`src/rtl/b24d_pkg.sv`:
```
// Package for the 24-bit BMP stream decoder: item and result records,
// phase and code enums, header byte offsets and the end-of-stream error map.
// No dependencies.
`timescale 1ns / 1ps
`default_nettype none

package b24d_pkg;

  localparam logic [7:0] MAGIC_FIRST  = 8'h42;
  localparam logic [7:0] MAGIC_SECOND = 8'h4D;
  localparam logic [7:0] ALPHA_BYTE   = 8'hFF;

  localparam logic [5:0] OFS_WIDTH  = 6'd18;
  localparam logic [5:0] OFS_HEIGHT = 6'd22;
  localparam logic [5:0] OFS_TAIL   = 6'd26;
  localparam logic [5:0] OFS_PIXELS = 6'd54;

  typedef enum logic [2:0] {
    PH_MAGIC  = 3'd0,
    PH_SKIP   = 3'd1,
    PH_WIDTH  = 3'd2,
    PH_HEIGHT = 3'd3,
    PH_TAIL   = 3'd4,
    PH_PIXEL  = 3'd5,
    PH_PAD    = 3'd6,
    PH_IDLE   = 3'd7
  } phase_t;

  typedef enum logic [1:0] {
    KIND_HEADER = 2'd0,
    KIND_PIXEL  = 2'd1,
    KIND_ERROR  = 2'd2
  } kind_t;

  typedef enum logic [3:0] {
    ERR_BAD_MAGIC     = 4'd0,
    ERR_SKIP_MISSING  = 4'd1,
    ERR_WIDTH_MISSING = 4'd2,
    ERR_WIDTH_LARGE   = 4'd3,
    ERR_HEIGHT_MISS   = 4'd4,
    ERR_HEIGHT_LARGE  = 4'd5,
    ERR_TAIL_MISSING  = 4'd6,
    ERR_COLOR_MISSING = 4'd7,
    ERR_PAD_MISSING   = 4'd8
  } err_t;

  // classified input item
  typedef struct packed {
    logic       eos;
    logic       second_magic;
    logic [7:0] data;
  } item_t;

  typedef struct packed {
    kind_t       kind;
    logic [12:0] width;
    logic [12:0] height;
    logic [11:0] x;
    logic [11:0] y;
    logic [31:0] color;
    err_t        err;
    logic        done;
  } result_t;

  function automatic err_t eos_error(input phase_t ph);
    err_t e;
    unique case (ph)
      PH_MAGIC:  e = ERR_BAD_MAGIC;
      PH_SKIP:   e = ERR_SKIP_MISSING;
      PH_WIDTH:  e = ERR_WIDTH_MISSING;
      PH_HEIGHT: e = ERR_HEIGHT_MISS;
      PH_TAIL:   e = ERR_TAIL_MISSING;
      PH_PIXEL:  e = ERR_COLOR_MISSING;
      PH_PAD:    e = ERR_PAD_MISSING;
      default:   e = ERR_BAD_MAGIC;
    endcase
    return e;
  endfunction

endpackage

`default_nettype wire

```
`src/rtl/b24d_front.sv`:
```
// Front stage: registers each input item and tags it for the parser.
// Depends on b24d_pkg.
`timescale 1ns / 1ps
`default_nettype none

module b24d_front (
  input  wire logic           clk,
  input  wire logic           rst,
  input  wire logic           push,
  output logic                full,
  input  wire logic [7:0]     data_byte,
  input  wire logic           end_of_stream,
  output logic                q_push,
  input  wire logic           q_full,
  output b24d_pkg::item_t     q_item
);

  logic            held_valid;
  b24d_pkg::item_t held;
  logic            take;

  assign full   = held_valid && q_full;
  assign take   = push && !full;
  assign q_push = held_valid && !q_full;
  assign q_item = held;

  always_ff @(posedge clk) begin
    if (rst) begin
      held_valid <= 1'b0;
    end else if (take) begin
      held_valid <= 1'b1;
    end else if (q_push) begin
      held_valid <= 1'b0;
    end
  end

  // tag and hold
  always_ff @(posedge clk) begin
    if (take) begin
      held.eos          <= end_of_stream;
      held.second_magic <= (data_byte == b24d_pkg::MAGIC_SECOND);
      held.data         <= data_byte;
    end
  end

endmodule

`default_nettype wire

```
`src/rtl/b24d_queue.sv`:
```
// Two-entry queue of tagged items between the front stage and the parser.
// Depends on b24d_pkg.
`timescale 1ns / 1ps
`default_nettype none

module b24d_queue (
  input  wire logic       clk,
  input  wire logic       rst,
  input  wire logic       wr,
  input  wire b24d_pkg::item_t din,
  output logic            full,
  input  wire logic       rd,
  output logic            empty,
  output b24d_pkg::item_t dout
);

  b24d_pkg::item_t mem [2];
  logic            wp;
  logic            rp;
  logic [1:0]      cnt;
  logic [1:0]      cnt_next;

  assign full  = (cnt == 2'd2);
  assign empty = (cnt == 2'd0);
  assign dout  = mem[rp];

  always_comb begin
    cnt_next = cnt;
    if (wr && !full)
      cnt_next = cnt_next + 2'd1;
    if (rd && !empty)
      cnt_next = cnt_next - 2'd1;
  end

  always_ff @(posedge clk) begin
    if (rst) begin
      wp  <= 1'b0;
      rp  <= 1'b0;
      cnt <= 2'd0;
    end else begin
      cnt <= cnt_next;
      if (wr && !full)
        wp <= ~wp;
      if (rd && !empty)
        rp <= ~rp;
    end
  end

  always_ff @(posedge clk) begin
    if (wr && !full)
      mem[wp] <= din;
  end

endmodule

`default_nettype wire

```
`src/rtl/b24d_back.sv`:
```
// Back stage: header and pixel parser with a two-entry result queue.
// Depends on b24d_pkg.
`timescale 1ns / 1ps
`default_nettype none

module b24d_back #(
  parameter int MAX_DIMENSION = 4096
) (
  input  wire logic            clk,
  input  wire logic            rst,
  input  wire logic            q_empty,
  input  wire b24d_pkg::item_t it,
  output logic                 q_pop,
  output logic                 empty,
  input  wire logic            pop,
  output b24d_pkg::result_t    head
);

  localparam int DIM_W = $clog2(MAX_DIMENSION + 1);
  localparam int CW    = DIM_W + 1;

  b24d_pkg::phase_t phase;
  b24d_pkg::phase_t phase_next;
  logic [5:0]       header_offset;
  logic [5:0]       header_offset_next;
  logic [31:0]      word_assembly;
  logic [31:0]      word_assembly_next;
  logic [DIM_W-1:0] width_reg;
  logic [DIM_W-1:0] width_reg_next;
  logic [DIM_W-1:0] height_reg;
  logic [DIM_W-1:0] height_reg_next;
  logic [DIM_W-1:0] column_count;
  logic [DIM_W-1:0] column_count_next;
  logic [DIM_W-1:0] row_count;
  logic [DIM_W-1:0] row_count_next;
  logic [1:0]       pixel_byte_index;
  logic [1:0]       pixel_byte_index_next;
  logic [15:0]      held_bytes;
  logic [15:0]      held_bytes_next;
  logic [1:0]       padding_left;
  logic [1:0]       padding_left_next;

  b24d_pkg::result_t res;
  logic              res_valid;

  logic [5:0]  off_inc;
  logic [1:0]  byte_sel;
  logic [31:0] word_new;
  logic        word_big;
  logic        magic_ok;
  logic        dims_zero;
  logic        col_last;
  logic        row_last;
  logic [1:0]  pad_dec;

  // result queue
  b24d_pkg::result_t omem [2];
  logic              owp;
  logic              orp;
  logic [1:0]        ocnt;
  logic [1:0]        ocnt_next;
  logic              opop;

  assign q_pop = !q_empty && (ocnt != 2'd2);

  assign off_inc   = header_offset + 6'd1;
  assign byte_sel  = header_offset[1:0] - 2'd2;
  assign word_new  = word_assembly | (32'(it.data) << {byte_sel, 3'b000});
  assign word_big  = word_new > 32'(MAX_DIMENSION);
  assign magic_ok  = (word_assembly == 32'(b24d_pkg::MAGIC_FIRST)) && it.second_magic;
  assign dims_zero = (width_reg == '0) || (height_reg == '0);
  assign col_last  = (CW'(column_count) + CW'(1)) >= CW'(width_reg);
  assign row_last  = (CW'(row_count) + CW'(1)) >= CW'(height_reg);
  assign pad_dec   = padding_left - 2'd1;

  always_comb begin
    phase_next = phase;
    if (q_pop) begin
      if (it.eos) begin
        phase_next = b24d_pkg::PH_MAGIC;
      end else begin
        unique case (phase)
          b24d_pkg::PH_MAGIC: begin
            if (header_offset != 6'd0)
              phase_next = magic_ok ? b24d_pkg::PH_SKIP : b24d_pkg::PH_IDLE;
          end
          b24d_pkg::PH_SKIP: begin
            if (off_inc >= b24d_pkg::OFS_WIDTH)
              phase_next = b24d_pkg::PH_WIDTH;
          end
          b24d_pkg::PH_WIDTH: begin
            if (off_inc >= b24d_pkg::OFS_HEIGHT)
              phase_next = word_big ? b24d_pkg::PH_IDLE : b24d_pkg::PH_HEIGHT;
          end
          b24d_pkg::PH_HEIGHT: begin
            if (off_inc >= b24d_pkg::OFS_TAIL)
              phase_next = word_big ? b24d_pkg::PH_IDLE : b24d_pkg::PH_TAIL;
          end
          b24d_pkg::PH_TAIL: begin
            if (off_inc >= b24d_pkg::OFS_PIXELS)
              phase_next = dims_zero ? b24d_pkg::PH_IDLE : b24d_pkg::PH_PIXEL;
          end
          b24d_pkg::PH_PIXEL: begin
            if (pixel_byte_index == 2'd2 && col_last) begin
              if (width_reg[1:0] != 2'd0)
                phase_next = b24d_pkg::PH_PAD;
              else if (row_last)
                phase_next = b24d_pkg::PH_IDLE;
            end
          end
          b24d_pkg::PH_PAD: begin
            if (pad_dec == 2'd0)
              phase_next = (CW'(row_count) >= CW'(height_reg)) ?
                           b24d_pkg::PH_IDLE : b24d_pkg::PH_PIXEL;
          end
          default: phase_next = phase;
        endcase
      end
    end
  end

  always_comb begin
    header_offset_next    = header_offset;
    word_assembly_next    = word_assembly;
    width_reg_next        = width_reg;
    height_reg_next       = height_reg;
    column_count_next     = column_count;
    row_count_next        = row_count;
    pixel_byte_index_next = pixel_byte_index;
    held_bytes_next       = held_bytes;
    padding_left_next     = padding_left;
    res_valid             = 1'b0;
    res                   = '0;
    if (q_pop) begin
      if (it.eos) begin
        // rearm for the next file
        header_offset_next    = '0;
        word_assembly_next    = '0;
        width_reg_next        = '0;
        height_reg_next       = '0;
        column_count_next     = '0;
        row_count_next        = '0;
        pixel_byte_index_next = '0;
        held_bytes_next       = '0;
        padding_left_next     = '0;
        res_valid             = (phase != b24d_pkg::PH_IDLE);
        res.kind              = b24d_pkg::KIND_ERROR;
        res.err               = b24d_pkg::eos_error(phase);
      end else begin
        unique case (phase)
          b24d_pkg::PH_MAGIC: begin
            if (header_offset == 6'd0) begin
              word_assembly_next = 32'(it.data);
              header_offset_next = 6'd1;
            end else begin
              header_offset_next = 6'd2;
              if (!magic_ok) begin
                res_valid = 1'b1;
                res.kind  = b24d_pkg::KIND_ERROR;
                res.err   = b24d_pkg::ERR_BAD_MAGIC;
              end
            end
          end
          b24d_pkg::PH_SKIP: begin
            header_offset_next = off_inc;
            if (off_inc >= b24d_pkg::OFS_WIDTH)
              word_assembly_next = '0;
          end
          b24d_pkg::PH_WIDTH: begin
            header_offset_next = off_inc;
            word_assembly_next = word_new;
            if (off_inc >= b24d_pkg::OFS_HEIGHT) begin
              if (word_big) begin
                res_valid = 1'b1;
                res.kind  = b24d_pkg::KIND_ERROR;
                res.err   = b24d_pkg::ERR_WIDTH_LARGE;
              end else begin
                width_reg_next     = DIM_W'(word_new);
                word_assembly_next = '0;
              end
            end
          end
          b24d_pkg::PH_HEIGHT: begin
            header_offset_next = off_inc;
            word_assembly_next = word_new;
            if (off_inc >= b24d_pkg::OFS_TAIL) begin
              if (word_big) begin
                res_valid = 1'b1;
                res.kind  = b24d_pkg::KIND_ERROR;
                res.err   = b24d_pkg::ERR_HEIGHT_LARGE;
              end else begin
                height_reg_next    = DIM_W'(word_new);
                word_assembly_next = '0;
              end
            end
          end
          b24d_pkg::PH_TAIL: begin
            header_offset_next = off_inc;
            if (off_inc >= b24d_pkg::OFS_PIXELS) begin
              res_valid  = 1'b1;
              res.kind   = b24d_pkg::KIND_HEADER;
              res.width  = 13'(width_reg);
              res.height = 13'(height_reg);
              res.done   = dims_zero;
              if (!dims_zero) begin
                column_count_next     = '0;
                row_count_next        = '0;
                pixel_byte_index_next = '0;
              end
            end
          end
          b24d_pkg::PH_PIXEL: begin
            if (pixel_byte_index == 2'd0) begin
              held_bytes_next       = {8'h00, it.data};
              pixel_byte_index_next = 2'd1;
            end else if (pixel_byte_index == 2'd1) begin
              held_bytes_next[15:8] = it.data;
              pixel_byte_index_next = 2'd2;
            end else begin
              pixel_byte_index_next = 2'd0;
              res_valid  = 1'b1;
              res.kind   = b24d_pkg::KIND_PIXEL;
              res.width  = 13'(width_reg);
              res.height = 13'(height_reg);
              res.x      = 12'(column_count);
              res.y      = 12'(row_count);
              res.color  = {it.data, held_bytes[15:8], held_bytes[7:0],
                            b24d_pkg::ALPHA_BYTE};
              if (col_last) begin
                res.done          = row_last;
                column_count_next = '0;
                row_count_next    = row_count + DIM_W'(1);
                if (width_reg[1:0] != 2'd0)
                  padding_left_next = width_reg[1:0];
              end else begin
                column_count_next = column_count + DIM_W'(1);
              end
            end
          end
          b24d_pkg::PH_PAD: begin
            padding_left_next = pad_dec;
          end
          default: begin
            res_valid = 1'b0;
          end
        endcase
      end
    end
  end

  always_ff @(posedge clk) begin
    if (rst) begin
      phase            <= b24d_pkg::PH_MAGIC;
      header_offset    <= '0;
      word_assembly    <= '0;
      width_reg        <= '0;
      height_reg       <= '0;
      column_count     <= '0;
      row_count        <= '0;
      pixel_byte_index <= '0;
      held_bytes       <= '0;
      padding_left     <= '0;
    end else begin
      phase            <= phase_next;
      header_offset    <= header_offset_next;
      word_assembly    <= word_assembly_next;
      width_reg        <= width_reg_next;
      height_reg       <= height_reg_next;
      column_count     <= column_count_next;
      row_count        <= row_count_next;
      pixel_byte_index <= pixel_byte_index_next;
      held_bytes       <= held_bytes_next;
      padding_left     <= padding_left_next;
    end
  end

  assign opop  = pop && (ocnt != 2'd0);
  assign empty = (ocnt == 2'd0);
  assign head  = omem[orp];

  always_comb begin
    ocnt_next = ocnt;
    if (res_valid)
      ocnt_next = ocnt_next + 2'd1;
    if (opop)
      ocnt_next = ocnt_next - 2'd1;
  end

  always_ff @(posedge clk) begin
    if (rst) begin
      owp  <= 1'b0;
      orp  <= 1'b0;
      ocnt <= 2'd0;
    end else begin
      ocnt <= ocnt_next;
      if (res_valid)
        owp <= ~owp;
      if (opop)
        orp <= ~orp;
    end
  end

  always_ff @(posedge clk) begin
    if (res_valid)
      omem[owp] <= res;
  end

endmodule

`default_nettype wire

```
`src/rtl/bmp_24bit_stream_decoder.sv`:
```
// Top level of the 24-bit BMP stream decoder: front stage, item queue, parser.
// Depends on b24d_pkg, b24d_front, b24d_queue and b24d_back.
//
//   channel  handshake    payload
//   input    push / full  data_byte, end_of_stream
//   result   empty / pop  result_kind, image_width, image_height, pixel_x,
//                         pixel_y, color_code, error_code, image_done
//
// One item per cycle sustained while the result queue has room; each item
// passes the front register and item queue, its result the result queue.
// Synchronous reset clears all queues and returns the parser to the magic phase.
// Each side stalls on its own through a two-entry queue; a full result queue
// halts the parser and backs up into full.
`timescale 1ns / 1ps
`default_nettype none

module bmp_24bit_stream_decoder #(
  parameter int MAX_DIMENSION = 4096
) (
  input  wire logic        clk,
  input  wire logic        rst,
  input  wire logic        push,
  output logic             full,
  input  wire logic [7:0]  data_byte,
  input  wire logic        end_of_stream,
  output logic             empty,
  input  wire logic        pop,
  output logic [1:0]       result_kind,
  output logic [12:0]      image_width,
  output logic [12:0]      image_height,
  output logic [11:0]      pixel_x,
  output logic [11:0]      pixel_y,
  output logic [31:0]      color_code,
  output logic [3:0]       error_code,
  output logic             image_done
);

  logic              q_wr;
  logic              q_full;
  logic              q_rd;
  logic              q_empty;
  b24d_pkg::item_t   q_din;
  b24d_pkg::item_t   q_dout;
  b24d_pkg::result_t head;

  b24d_front u_front (
    .clk           (clk),
    .rst           (rst),
    .push          (push),
    .full          (full),
    .data_byte     (data_byte),
    .end_of_stream (end_of_stream),
    .q_push        (q_wr),
    .q_full        (q_full),
    .q_item        (q_din)
  );

  b24d_queue u_queue (
    .clk   (clk),
    .rst   (rst),
    .wr    (q_wr),
    .din   (q_din),
    .full  (q_full),
    .rd    (q_rd),
    .empty (q_empty),
    .dout  (q_dout)
  );

  b24d_back #(
    .MAX_DIMENSION (MAX_DIMENSION)
  ) u_back (
    .clk     (clk),
    .rst     (rst),
    .q_empty (q_empty),
    .it      (q_dout),
    .q_pop   (q_rd),
    .empty   (empty),
    .pop     (pop),
    .head    (head)
  );

  assign result_kind  = head.kind;
  assign image_width  = head.width;
  assign image_height = head.height;
  assign pixel_x      = head.x;
  assign pixel_y      = head.y;
  assign color_code   = head.color;
  assign error_code   = head.err;
  assign image_done   = head.done;

endmodule

`default_nettype wire
```
`config.mk`:
```
export PLATFORM = sky130hd
export DESIGN_NAME = bmp_24bit_stream_decoder
export DESIGN_NICKNAME = d
export VERILOG_FILES = /design/src/rtl/b24d_pkg.sv /design/src/rtl/b24d_front.sv /design/src/rtl/b24d_queue.sv /design/src/rtl/b24d_back.sv /design/src/rtl/bmp_24bit_stream_decoder.sv
export SDC_FILE = /design/constraint.sdc
export NUM_CORES = 1
export LEC_CHECK = 0
export BUFFER_PORTS_ARGS = -buffer_cell sky130_fd_sc_hd__buf_2
export CAP_MARGIN = 20
export CORE_MARGIN = 1
export CORE_UTILIZATION = 41
export CTS_CLUSTER_SIZE = 10
export DETAILED_ROUTE_END_ITERATION = 12
export SYNTH_ARGS = -nofsm -noshare
export SYNTH_HDL_FRONTEND = slang
export SYNTH_SLANG_ARGS = --single-unit
export TNS_END_PERCENT = 30
```
`constraint.sdc`:
```
create_clock -name clk -period 5.9 [get_ports clk]
set_input_delay 1.18 -clock clk [delete_from_list [all_inputs] [get_ports clk]]
set_output_delay 1.18 -clock clk [all_outputs]
set_load 0.01 [all_outputs]
```
==> results.json, run 1 <==
{
  "critPathKind": "register to register",
  "die_y_um": 191,
  "coreArea_um2": 34900,
  "reg2reg_to": "u_back.omem[1][0]",
  "clock_sinks": 316,
  "ys_seq_area_share_pct": 56.2,
  "wl_per_cell_um": 17.9,
  "path_clk_slew_ns": 0.05,
  "finalWorstSetupSlack_ns": 1.15,
  "p_int_mw": 4.89,
  "ys_ff_latch": 316,
  "start_util_pct": 42.0,
  "cap_violations": 0,
  "ir_drop_mv": 0.303,
  "cp.required_ns": 6.15,
  "cts_root_buf": "clkbuf_16",
  "max_freq_ghz": 0.211,
  "totalWireLength_um": 33700,
  "status": "finished clean",
  "pre_cts_slack_ns": 1.12,
  "p_switching_mw": 2.42,
  "ff2ff_path_depth": 9,
  "async_flop_share_pct": 0,
  "yosysWarnings": 0,
  "cp-start-kind": "register",
  "r2r_slack_ns": 1.15,
  "synth_area_leaders": "edfxtp_1 (39%), dfxtp_1 (17%), mux2_2 (6.3%), ha_1 (4.2%), nor2_1 (3.4%)",
  "pwr-share-seq_pct": 41.0,
  "drv_slew": 0,
  "grt_pass1_vias": 9880,
  "hold_path_class": "register to register",
  "vias": 10262,
  "die_w_um": 191,
  "drive_gt1_share_pct": 18.6,
  "fin_tns_setup_ns": 0,
  "clockBufferDepth": 3,
  "min_period_ns": 4.75,
  "power_frac_clock_pct": 29.2,
  "rsz0062_at_grt": "no",
  "largest_reg_flops": 162,
  "final_nets": 1456,
  "gp_congestion": 0.880,
  "grt_max_degree": 63,
  "power_density_nw_per_um2": 438,
  "portBuffers": 103,
  "crit_path_end_kind": "register",
  "dieArea_um2": 36500,
  "routed_via_density": 5.46,
  "drt_pass1_iterations": 5,
  "avgSynthCellArea_um2": 11.2,
  "yosys.area.top_type": "edfxtp_1",
  "combPwrFrac_pct": 29.7,
  "holdCritStartpoint": "u_front.q_item[6]",
  "antennaDiodeCount": 0,
  "detail-route-antenna-nets": 0,
  "yosysTopAreaCellShare_pct": 39.3,
  "p_leak_nw": 5.91,
  "cts_buffers": 38,
  "synth_top_flop_cell": "edfxtp_1",
  "largest_registers": "u_back.omem: 162 flops, u_back.word_assembly: 32 flops, u_queue.mem: 20 flops",
  "synth_cell_types": 69,
  "h-tree-depth": 2,
  "synth_cells": 1315,
  "whs_ns": 0.442,
  "ctsResizeCount": 0,
  "final_hold_viol_count": 0,
  "path_max_fanout": 62,
  "setup_viol": 0,
  "critPathCapture": "u_back.omem[1][0]",
  "tritoncts": "done",
  "drc_errors": 0,
  "io_pins": 104,
  "syn_nets": 1377,
  "critPathArrivalTime_ns": 5.00,
  "swShare_pct": 33.1,
  "track_usage_pct": 18.4,
  "power_mw": 7.31,
  "regMostFlops": "u_back.omem",
  "drtIter0Drc": 781,
  "dp_hpwl_um": 22600,
  "clock_latency_ns": 0.53,
  "fin_crit_sh_pct": 80.5,
  "post-cts-setup-buffers": 0,
  "max_slew_margin_pct": 29.9,
  "worst_pin_slew_ns": 1.02,
  "netlist_area_um2": 14700,
  "skew_ns": 0.0199,
  "grt_first_pass_wirelength_um": 53200,
  "syn2layout_area_growth_pct": 13.8,
  "synth-edff-count": 192,
  "antenna_found_initial": 0,
  "postCtsHoldBufs": 0,
  "row_count": 68,
  "grt_overflow": 0
}
## cells in the mapped netlist, types with 3 or more instances
library cell,instances
nand3b_1,5
dfxtp_1,124
o22ai_1,7
o21ai_0,35
nor2b_1,10
nand2b_1,8
buf_1,5
edfxtp_1,192
o21ai_1,3
a311oi_1,3
nand4_1,11
xor2_1,26
o21bai_1,12
buf_2,10
a32o_1,4
nand2_1,85
a31oi_1,3
or3_1,4
buf_4,10
or4_1,12
o31a_1,3
o21a_1,6
mux2i_1,18
and2_1,45
and3_1,14
o2111ai_1,3
a21o_1,6
o32ai_1,17
inv_1,51
ha_1,49
nor4_1,19
xnor2_1,22
nand4b_1,3
a21oi_1,65
a22oi_1,31
a221oi_1,5
mux2_2,82
nor2_1,131
nand3_1,18
clkbuf_1,56
nor3_1,65
a211oi_1,3
## cells by family after synthesis
kind of cell / synth area share (%)
compound gates: 10.2
xor+xnor: 2.87
fa+ha+maj: 4.18
buf+inv: 4.04
flops: 56.2
mux: 7.62
simple gates: 14.8
## layout make-up
class | count | area (um2)
clock buffer | 66 | 1110
sequential | 316 | 8250
clock inverter | 3 | 37.5
timing repair buffer | 123 | 669
tap | 455 | 569
inverter | 52 | 195
fill | 3225 | 18200
multi-input combinational | 863 | 5850
## worst max-delay path, stage by stage, from the launching register on
cell,delay [ns]
dfxtp_1,0.78
mux2i_1,0.92
o21bai_1,0.30
nor4_1,0.33
a31oi_1,0.17
o22a_1,0.26
o21ai_0,0.47
nand2_1,0.32
and2_4,0.51
buf_4,0.37
## layer usage
layer / global-route usage [%] / up-vias / share of wire [%]
li1: - / 4958 / -
met1: 24.8 / 4995 / 45
met2: 29.9 / 252 / 47
met3: 3.21 / 57 / 4.7
met4: 5.86 / 0 / 2.7
met5: 0 / - / 0
## stage by stage
| step | util [%] | cell area, um2 | instances |
|---|---|---|---|
| after global placement | 44.5 | 15500 | 1808 |
| after floorplan | - | 14700 | 1315 |
| after detailed placement | 44.5 | 15500 | 1809 |
| final | 47.8 | 16700 | 1878 |
| after global routing | 47.8 | 16700 | 1878 |
| after CTS | 47.8 | 16700 | 1878 |
## how the worst min path moves through the flow
stage	cells past startpoint	to
6_report	0	u_queue.mem[1][6]
5_1_grt	0	u_queue.mem[1][6]
4_1_cts	0	u_queue.mem[1][6]
3_5_place_dp	0	u_queue.mem[1][6]
3_3_place_gp	0	u_queue.mem[0][8]
2_1_floorplan	0	u_queue.mem[0][0]
## layout by cell type (no fill, tap or decap), types with 6 or more instances in the layout
master and instances:
a21o_1 6, a21oi_1 64, a22oi_1 31, and2_1 44, and3_1 14, buf_2 103, buf_4 19, clkbuf_1 24
clkbuf_16 39, dfxtp_1 123, edfxtp_1 192, ha_1 49, inv_1 51, mux2_2 82, mux2i_1 17, nand2_1 85
nand2b_1 8, nand3_1 18, nand4_1 11, nor2_1 131, nor2b_1 10, nor3_1 65, nor4_1 19, o21a_1 6
o21ai_0 35, o21bai_1 12, o22ai_1 7, o32ai_1 17, or4_1 12, xnor2_1 22, xor2_1 26
## power by group through the flow
| stage | combinational, mW | clock, mW | sequential (mW) |
|---|---|---|---|
| after detailed placement | 2.20 | 0 | 3.05 |
| after floorplan | 1.61 | 0 | 2.94 |
| after CTS | 2.20 | 2.19 | 3.00 |
| after global placement | 2.18 | 0 | 3.03 |
| after global routing | 2.38 | 2.28 | 3.05 |
| final | 2.17 | 2.14 | 3.00 |
(Power assumes the default switching activity.)
==> run 2, diff against run 1 <==
- clock period: 5.9 -> 4.7 ns (I/O delays scaled with it)
==> results.json, run 2 (synthesis results as in run 1) <==
{
  "power_density_nw_per_um2": 551,
  "grt_first_pass_wirelength_um": 54000,
  "min_period_ns": 4.03,
  "antenna_found_initial": 0,
  "max_freq_ghz": 0.248,
  "grt_overflow": 0,
  "ctsResizeCount": 0,
  "dieArea_um2": 36500,
  "grt_max_degree": 82,
  "swShare_pct": 33.2,
  "post-cts-setup-buffers": 0,
  "clock_latency_ns": 0.53,
  "cts_buffers": 38,
  "ff2ff_path_depth": 16,
  "critPathMaxStageDelay_ns": 0.40,
  "tritoncts": "done",
  "skew_ns": 0.0153,
  "critPathMostFrequentCell": "and3_1",
  "dp_hpwl_um": 22600,
  "start_util_pct": 42.0,
  "drive_gt1_share_pct": 18.9,
  "grt_pass1_vias": 10043,
  "whs_ns": 0.443,
  "reg2reg_to": "u_back.column_count[10]",
  "portBuffers": 103,
  "totalWireLength_um": 33900,
  "final_nets": 1463,
  "vias": 10269,
  "fill_cells": 3204,
  "post_dp_cell_area_um2": 15600,
  "status": "finished clean",
  "worst_pin_slew_ns": 1.06,
  "largest_reg_flops": 162,
  "pwr-share-seq_pct": 41.1,
  "rsz0062_at_grt": "no",
  "critPathBufInv": 2,
  "track_usage_pct": 18.7,
  "startpoint": "u_back.column_count[0]",
  "drv_slew": 0,
  "ir_drop_mv": 0.353,
  "final_hold_viol_count": 0,
  "finalWorstSetupSlack_ns": 0.670,
  "clockBufferDepth": 3,
  "antennaDiodeCount": 0,
  "drc_errors": 0,
  "p_int_mw": 6.16,
  "cp.depth": 16,
  "die_w_um": 191,
  "layout_commonest_cell": "edfxtp_1",
  "fin_area_um2": 16700,
  "r2r_start": "u_back.column_count[0]",
  "coreArea_um2": 34900,
  "drtIter0Drc": 705,
  "setup_viol": 0,
  "wl_per_cell_um": 18.0,
  "drt_pass1_iterations": 5,
  "detail-route-antenna-nets": 0,
  "syn2layout_area_growth_pct": 14.2,
  "critPathArrivalTime_ns": 4.48,
  "path_clk_slew_ns": 0.05,
  "crit_slowest_cell": "dfxtp_1",
  "fin_crit_sh_pct": 85.7,
  "cp-start-kind": "register",
  "hold_path_class": "register to register",
  "power_frac_clock_pct": 29.0,
  "critical-path-top-delay-family": "simple AND/OR/NAND/NOR gates",
  "gp_congestion": 0.890,
  "r2r_slack_ns": 0.67,
  "critPathCapture": "u_back.column_count[10]",
  "crit_path_end_kind": "register",
  "max_slew_margin_pct": 29.3,
  "io_pins": 104,
  "critPathKind": "register to register",
  "fin_tns_setup_ns": 0,
  "crit_chain": "and3_1 > and3_1 > and3_1 > and3_1 > xor2_1 > ha_1 > nand4_1 > nor2_1 > a2111oi_0 > o311ai_0 > a221oi_1 > buf_4 > a211o_1 > buf_4 > nand2_1 > nor2_1",
  "combPwrFrac_pct": 29.9,
  "p_switching_mw": 3.06,
  "clock_sinks": 316,
  "pre_cts_slack_ns": 0.647,
  "regMostFlops": "u_back.omem",
  "final_cell_mix": "edfxtp_1 (192), nor2_1 (131), dfxtp_1 (123)",
  "cts_root_buf": "clkbuf_16",
  "postCtsHoldBufs": 0,
  "largest_registers": "u_back.omem: 162 flops, u_back.word_assembly: 32 flops, u_queue.mem: 20 flops",
  "die_y_um": 191,
  "p_leak_nw": 5.95,
  "row_count": 68,
  "path_max_fanout": 23,
  "h-tree-depth": 2,
  "routed_via_density": 5.45,
  "cap_violations": 0,
  "cp.required_ns": 5.15
}
## run 2: power groups by stage
stage          logic, mW  clock network, mW  registers [mW]
2_1_floorplan       2.02                  0            3.70
3_3_place_gp        2.78                  0            3.83
3_5_place_dp        2.79                  0            3.85
4_1_cts             2.80               2.74            3.79
5_1_grt             3.03               2.85            3.85
6_report            2.76               2.67            3.79
## run 2: final cells by class
class | count | area, um2 | area share (%)
tap | 455 | 569 | 3.40
clock buffer | 66 | 1100 | 6.55
multi-input combinational | 863 | 5840 | 34.9
inverter | 52 | 195 | 1.17
clock inverter | 3 | 37.5 | 0.224
timing repair buffer | 130 | 751 | 4.48
sequential | 316 | 8250 | 49.3
## run 2: per-layer routing
layer | part of all wire [%] | track usage (%) | vias up
li1 | - | - | 4968
met1 | 46 | 25.2 | 5005
met2 | 48 | 31.2 | 251
met3 | 4.5 | 2.53 | 45
met4 | 2.1 | 5.65 | 0
met5 | 0 | 0 | -
## run 2: stage by stage
stage	instances	utilization (%)	total power [mW]
global route	1885	48.0	9.73
detailed placement	1816	44.7	6.63
CTS	1885	48.0	9.33
finish	1885	48.0	9.22
floorplan	1315	-	5.71
global placement	1815	44.7	6.61
## run 2: how the worst min path moves through the flow
stage | depth (start not counted) | startpoint | endpoint
2_1_floorplan | 0 | u_front.q_item[0] | u_queue.mem[0][0]
5_1_grt | 0 | u_front.q_item[7] | u_queue.mem[1][7]
3_5_place_dp | 0 | u_front.q_item[5] | u_queue.mem[1][5]
3_3_place_gp | 0 | u_front.q_item[6] | u_queue.mem[0][6]
4_1_cts | 0 | u_front.q_item[5] | u_queue.mem[1][5]
6_report | 0 | u_front.q_item[7] | u_queue.mem[1][7]
